--- config.mk ---
export PLATFORM = sky130hd
export DESIGN_NAME = stq_cell
export DESIGN_NICKNAME = d
export VERILOG_FILES = /design/src/stq_pkg.sv /design/src/stq_cell.sv
export SDC_FILE = /design/constraint.sdc
export NUM_CORES = 1
export LEC_CHECK = 0
export BUFFER_PORTS_ARGS = -buffer_cell sky130_fd_sc_hd__buf_2
export CORE_AREA = 3 3 190 192
export CTS_CLUSTER_DIAMETER = 80
export CTS_CLUSTER_SIZE = 16
export DETAILED_ROUTE_END_ITERATION = 7
export DIE_AREA = 0 0 193 195
export GPL_ROUTABILITY_DRIVEN = 0
export PLACE_DENSITY = 0.52
export SYNTH_ARGS = -nofsm -noshare
export SYNTH_HDL_FRONTEND = slang
export SYNTH_SLANG_ARGS = --single-unit
--- constraint.sdc ---
create_clock -name clk_i -period 4.96 [get_ports clk_i]
set_input_delay 1.488 -clock clk_i [delete_from_list [all_inputs] [get_ports clk_i]]
set_output_delay 1.488 -clock clk_i [all_outputs]
set_load 0.02 [all_outputs]
--- src/stq_pkg.sv ---
`timescale 1ns / 1ps
// ----------------------------------------------------------------------------
// stq_pkg: shared types and constants of the sorted timer queue
// Depth, widths, operation and status codes, item and cell control types.
// ----------------------------------------------------------------------------
package stq_pkg;

  localparam int DEPTH     = 16;
  localparam int TAG_WIDTH = 32;
  localparam int CNT_W     = $clog2(DEPTH + 1);
  localparam int IDX_W     = $clog2(DEPTH);

  localparam logic [1:0] FUNC_ENQ  = 2'd0;
  localparam logic [1:0] FUNC_DEQ  = 2'd1;
  localparam logic [1:0] FUNC_RM   = 2'd2;
  localparam logic [1:0] FUNC_READ = 2'd3;

  localparam logic [1:0] ST_DONE = 2'd0;
  localparam logic [1:0] ST_MISS = 2'd1;
  localparam logic [1:0] ST_FULL = 2'd2;

  typedef struct packed {
    logic [1:0]  func;
    logic [63:0] entry_time;
    logic [31:0] entry_tag;
    logic [3:0]  position;
  } in_t;

  typedef struct packed {
    logic [1:0]  status;
    logic [31:0] result_tag;
    logic [63:0] result_time;
    logic [4:0]  occupancy;
    logic        is_empty;
    logic [31:0] head_tag;
    logic [63:0] head_time;
  } out_t;

  typedef struct packed {
    logic [63:0]          tm;
    logic [TAG_WIDTH-1:0] tag;
  } entry_t;

  // broadcast to every cell
  typedef struct packed {
    logic                 ins;
    logic                 rm;
    logic [63:0]          tm;
    logic [TAG_WIDTH-1:0] tag;
  } cell_ctl_t;

  // handed from one cell to the next one up
  typedef struct packed {
    logic ins;
    logic found;
  } link_t;

endpackage

--- src/stq_cell.sv ---
`timescale 1ns / 1ps
// ----------------------------------------------------------------------------
// stq_cell: one slot of the sorted timer queue
// Holds one entry; shifts up on insert, down on removal, else holds.
// ----------------------------------------------------------------------------
module stq_cell (
  input  logic               clk_i,
  input  stq_pkg::cell_ctl_t ctl_i,
  input  logic               occ_i,
  input  stq_pkg::link_t     left_link_i,
  input  stq_pkg::entry_t    left_entry_i,
  input  stq_pkg::entry_t    right_entry_i,
  output stq_pkg::link_t     link_o,
  output logic               first_o,
  output stq_pkg::entry_t    entry_o,
  output stq_pkg::entry_t    next_o
);
  import stq_pkg::*;

  entry_t entry_q, entry_d;
  logic   gt, match;

  assign gt    = occ_i && (entry_q.tm > ctl_i.tm);
  assign match = occ_i && (entry_q.tag == ctl_i.tag);

  assign link_o.ins   = !occ_i || gt;
  assign link_o.found = left_link_i.found || match;
  assign first_o      = match && !left_link_i.found;

  always_comb begin
    entry_d = entry_q;
    if (ctl_i.ins) begin
      if (left_link_i.ins) begin
        entry_d = left_entry_i;
      end else if (link_o.ins) begin
        entry_d.tm  = ctl_i.tm;
        entry_d.tag = ctl_i.tag;
      end
    end else if (ctl_i.rm && link_o.found) begin
      entry_d = right_entry_i;
    end
  end

  always_ff @(posedge clk_i) begin
    entry_q <= entry_d;
  end

  assign entry_o = entry_q;
  assign next_o  = entry_d;

endmodule

* After elaboration in Yosys (flattened, before gate mapping)
Index checks and enable logic that the tools add are counted.
** Operators by class
- Reduce and logical (&&, ||, !) cells :: 8
- Equal/unequal tests :: 1
- Muxes and demuxes :: 4
- Order comparisons :: 1
** Operators by type and width (number)
- 2-to-1 mux 96 bit :: 4
- > comparator 64 bit :: 1
- equality test 32 bit :: 1
- logical AND 1 bit :: 4
- zero test 1 bit :: 2
- logical OR 1 bit :: 2
** Storage, ports and cells
- Input port bits :: 294
- Register bits :: 96
- Word-level logic and storage cells :: 16
- Output and inout bits :: 195

* Longest topological paths before layout
- Depth after elaboration :: 6
- Mapped depth :: 12
- Gate-level depth less buffers :: 9

* Least setup slack after synthesis
Ideal clock, no wire load.
- Kind :: input to output
- Start point :: input ctl_i[46] (netlist bit)
- End point :: output next_o[0] (netlist bit)
- Stages on the path :: 8
- Data required time :: 3.472 ns
- Setup slack :: -0.561 ns
- Path buffers :: 1
- Arrival :: 4.033 ns
- Path through :: inv_1 ha_1 nand4_1 or4_4 nor4_4 a21oi_2 buf_4 o311ai_0
** RTL lines
- from (decl) :: line stq_cell.sv:8 : input stq_pkg::cell_ctl_t ctl_i,
- to (decl) :: line stq_cell.sv:16 : output stq_pkg::entry_t next_o

==> flow_metrics.py <==
metrics = {
    "power": {
        "power.switching_w": 0.00191,
        "leakagePower_nw": 8.17,
        "pwr-share-comb": 0.581,
        "p_seq_frac": 0.241,
        "finalPower_w": 0.00452,
        "powerDensity_nw_per_um2": 279,
        "irDropWorstVdd_mv": 0.194,
        "clockPowerShare": 0.178,
        "p_int_w": 0.00261,
        "p_sw_frac": 0.423,
    },
    "die": {
        "die_x_um": 193,
        "die_area_um2": 37600,
        "std_cell_rows": 68,
        "ios": 489,
        "fp.dieH_um": 195,
        "initial_core_util": 0.235,
        "coreArea_um2": 34500,
    },
    "min_path": {
        "whs_endpoint": "entry_o[26]",
        "hp-class": "flip-flop to flip-flop",
        "holdPathStages": 2,
        "min_from": "entry_o[26]",
    },
    "sta": {
        "period_share": 1.16,
        "rsz0062_at_grt": "true",
        "relSlewSlack": 0.204,
        "slew_violations": 0,
        "fin_ws_ns": -0.773,
        "hold_viol_final": 0,
        "finalCriticalPeriod_ns": 5.73,
        "fmax_ghz": 0.174,
        "finalSetupViolations": 97,
        "tightest_slew_ns": 1.19,
        "finClkSkew_ns": 0.0101,
    },
    "yosys": {
        "syn-instance-count": 952,
        "ys.warnings.count": 0,
        "synth_ff_type": "dfxtp_1",
        "syn_nets": 1310,
        "ys_types": 45,
        "syn_avg_cell_area_um2": 8.53,
        "synth-edff-count": 0,
        "syn_area_um2": 8120,
        "yosysSeqAreaShare": 0.237,
        "async_flop_share": 0,
        "ys_ff_latch": 96,
    },
    "detailed_routing": {
        "drc": 0,
        "routed_wl_mm": 44.2,
        "ant_nets": 0,
        "wl_per_cell_um": 22.1,
        "dr.pass1.iters": 4,
        "routed_via_density": 5.10,
        "num_vias": 10200,
        "first_iter_violations": 270,
    },
    "global_routing": {
        "grtUsageTotal": 0.220,
        "antenna_found_initial": 6,
        "grt_pass1_wl_mm": 63.5,
        "grt_pass1_vias": 10600,
        "grt_max_degree": 52,
        "grt_overflow": 0,
    },
    "clock_tree": {
        "cts_buffers": 9,
        "cts_max_path_buffers": 2,
        "clkTransAtPathRegs_ns": 0.07,
        "cts_tree": "built",
        "clock_sinks": 96,
        "clockRootBuffer": "clkbuf_16",
        "htreeDepth": 3,
        "clk_latency_ns": 0.38,
    },
    "setup_path": {
        "crit_buf_inv": 6,
        "reg2reg_from": "entry_o[63]",
        "ff2ff_path_depth": 13,
        "slowest_delay_ns": 0.65,
        "worstPathArrival_ns": 4.25,
        "cp_max_fo": 9,
        "crit_top_cell": "buf_6",
        "path_cells": "buf_6, inv_2, ha_4, and4_1, and4_4, buf_6, nand4_1, a31oi_4, or4_4, buf_12, clkbuf_16, o211ai_1, o311ai_4, buf_6",
        "timing.rr.end": "entry_o[11]",
        "worstSetupPathType": "input port to primary output",
        "cp_top_family": "simple AND/OR/NAND/NOR gates",
        "r2r_slack_ns": 1.66,
        "crit_path_end_kind": "primary output",
        "critPathLaunchType": "input port",
        "critPathRequiredTime_ns": 3.47,
        "crit_slowest_cell": "or4_4",
    },
    "placement": {
        "hpwlAfterDp_mm": 32.8,
        "portBuffers": 488,
    },
    "final_layout": {
        "fillers": 3249,
        "largest_register_ffs": 96,
        "mostFrequentLayoutCells": "360 x buf_2, 128 x buf_6, 124 x inv_1, 118 x buf_4",
        "finalNetCount": 1892,
        "drive_above_1_share": 0.572,
        "area_growth_pct": 99.4,
        "final_util": 0.469,
        "final_common_cell": "buf_2",
    },
    "status": {
        "status": "complete, but fails checks",
        "violations": "setup timing",
    },
    "job": {
        "cap_violations": 0,
    },
}
[worst max-delay path by stage]
stage	from	to	cells after the start
final	ctl_i[68]	next_o[20]	14
after global routing	ctl_i[68]	next_o[31]	14
after CTS	ctl_i[49]	next_o[82]	13
after detailed placement	ctl_i[51]	next_o[83]	13
after global placement	ctl_i[37]	next_o[35]	14
after floorplan	ctl_i[42]	next_o[94]	11
[metrics by stage]
stage	area [um^2]	hold slack, ns	setup TNS [ns]	instances	setup slack, ns
2_1_floorplan	9330	0.728	-9.80	952	-0.149
3_3_place_gp	13300	0.570	-70.44	1942	-0.788
3_5_place_dp	13300	0.566	-70.42	1942	-0.802
4_1_cts	15200	0.591	-58.25	1979	-0.680
5_1_grt	16200	0.638	-76.39	1995	-0.857
6_report	16200	0.613	-63.72	1996	-0.773
[worst reg2reg max path, delay by kind of cell (launching register included)]
family / cells / cell delay, ns
AOI/OAI and AO/OA: 3 / 0.46
adders and majority gates: 1 / 0.26
buffers and inverters: 5 / 0.79
DFF: 1 / 0.49
and+or+nand+nor: 4 / 1.19
[area by class of cell]
cell class	count	area, um^2	area share
Multi-Input combinational cell	610	7550	0.467
Timing Repair Buffer	656	5190	0.321
Sequential cell	96	1920	0.119
Inverter	161	632	0.0390
Tap cell	455	569	0.0352
Clock buffer	9	225	0.0139
Clock inverter	6	85.1	0.00526
Antenna cell	3	7.51	0.000464
[per-layer routing]
metal	global-route usage	up-vias	share of wire
li1	-	4825	-
met1	0.251	4905	0.39
met2	0.395	378	0.51
met3	0.0494	65	0.068
met4	0.0828	4	0.029
met5	0	-	0.00036
[cells in the mapped netlist (all sizes together) (18+ instances only)]
library cell	n	area share
xnor2	31	0.033
nand2	22	0.010
clkbuf	52	0.024
buf	33	0.024
ha	64	0.099
a21oi	26	0.016
o211ai	96	0.089
inv	161	0.074
mux2i	96	0.12
o311ai	95	0.10
a2bb2oi	95	0.10
nand4	18	0.014
dfxtp	96	0.24
[what timing repair did]
item | in CTS | in global routing
hold buffers | 0 | 0
pin swaps | 60 | 44
hold endpoints to repair | 0 | 0
cloned | 8 | 5
endpoints found under the setup margin | 97 | 97
gates resized for setup | 276 | 150
buffers inserted | 15 | 12
[power by group through the flow]
stage | registers (W) | clock network (W) | logic [W]
final | 0.00109 | 0.000806 | 0.00263
after global routing | 0.00111 | 0.000852 | 0.00280
after CTS | 0.00109 | 0.000837 | 0.00238
after detailed placement | 0.00109 | 0 | 0.00202
after global placement | 0.00108 | 0 | 0.00201
after floorplan | 0.00119 | 0 | 0.00109
[cell families after synthesis]
kind of cell	share of synthesized area
buf+inv	0.122
xor+xnor	0.0345
fa+ha+maj	0.0987
mux	0.118
compound gates	0.330
flops	0.237
simple gates	0.0592
Note: power is estimated with default switching activity, not from simulation.
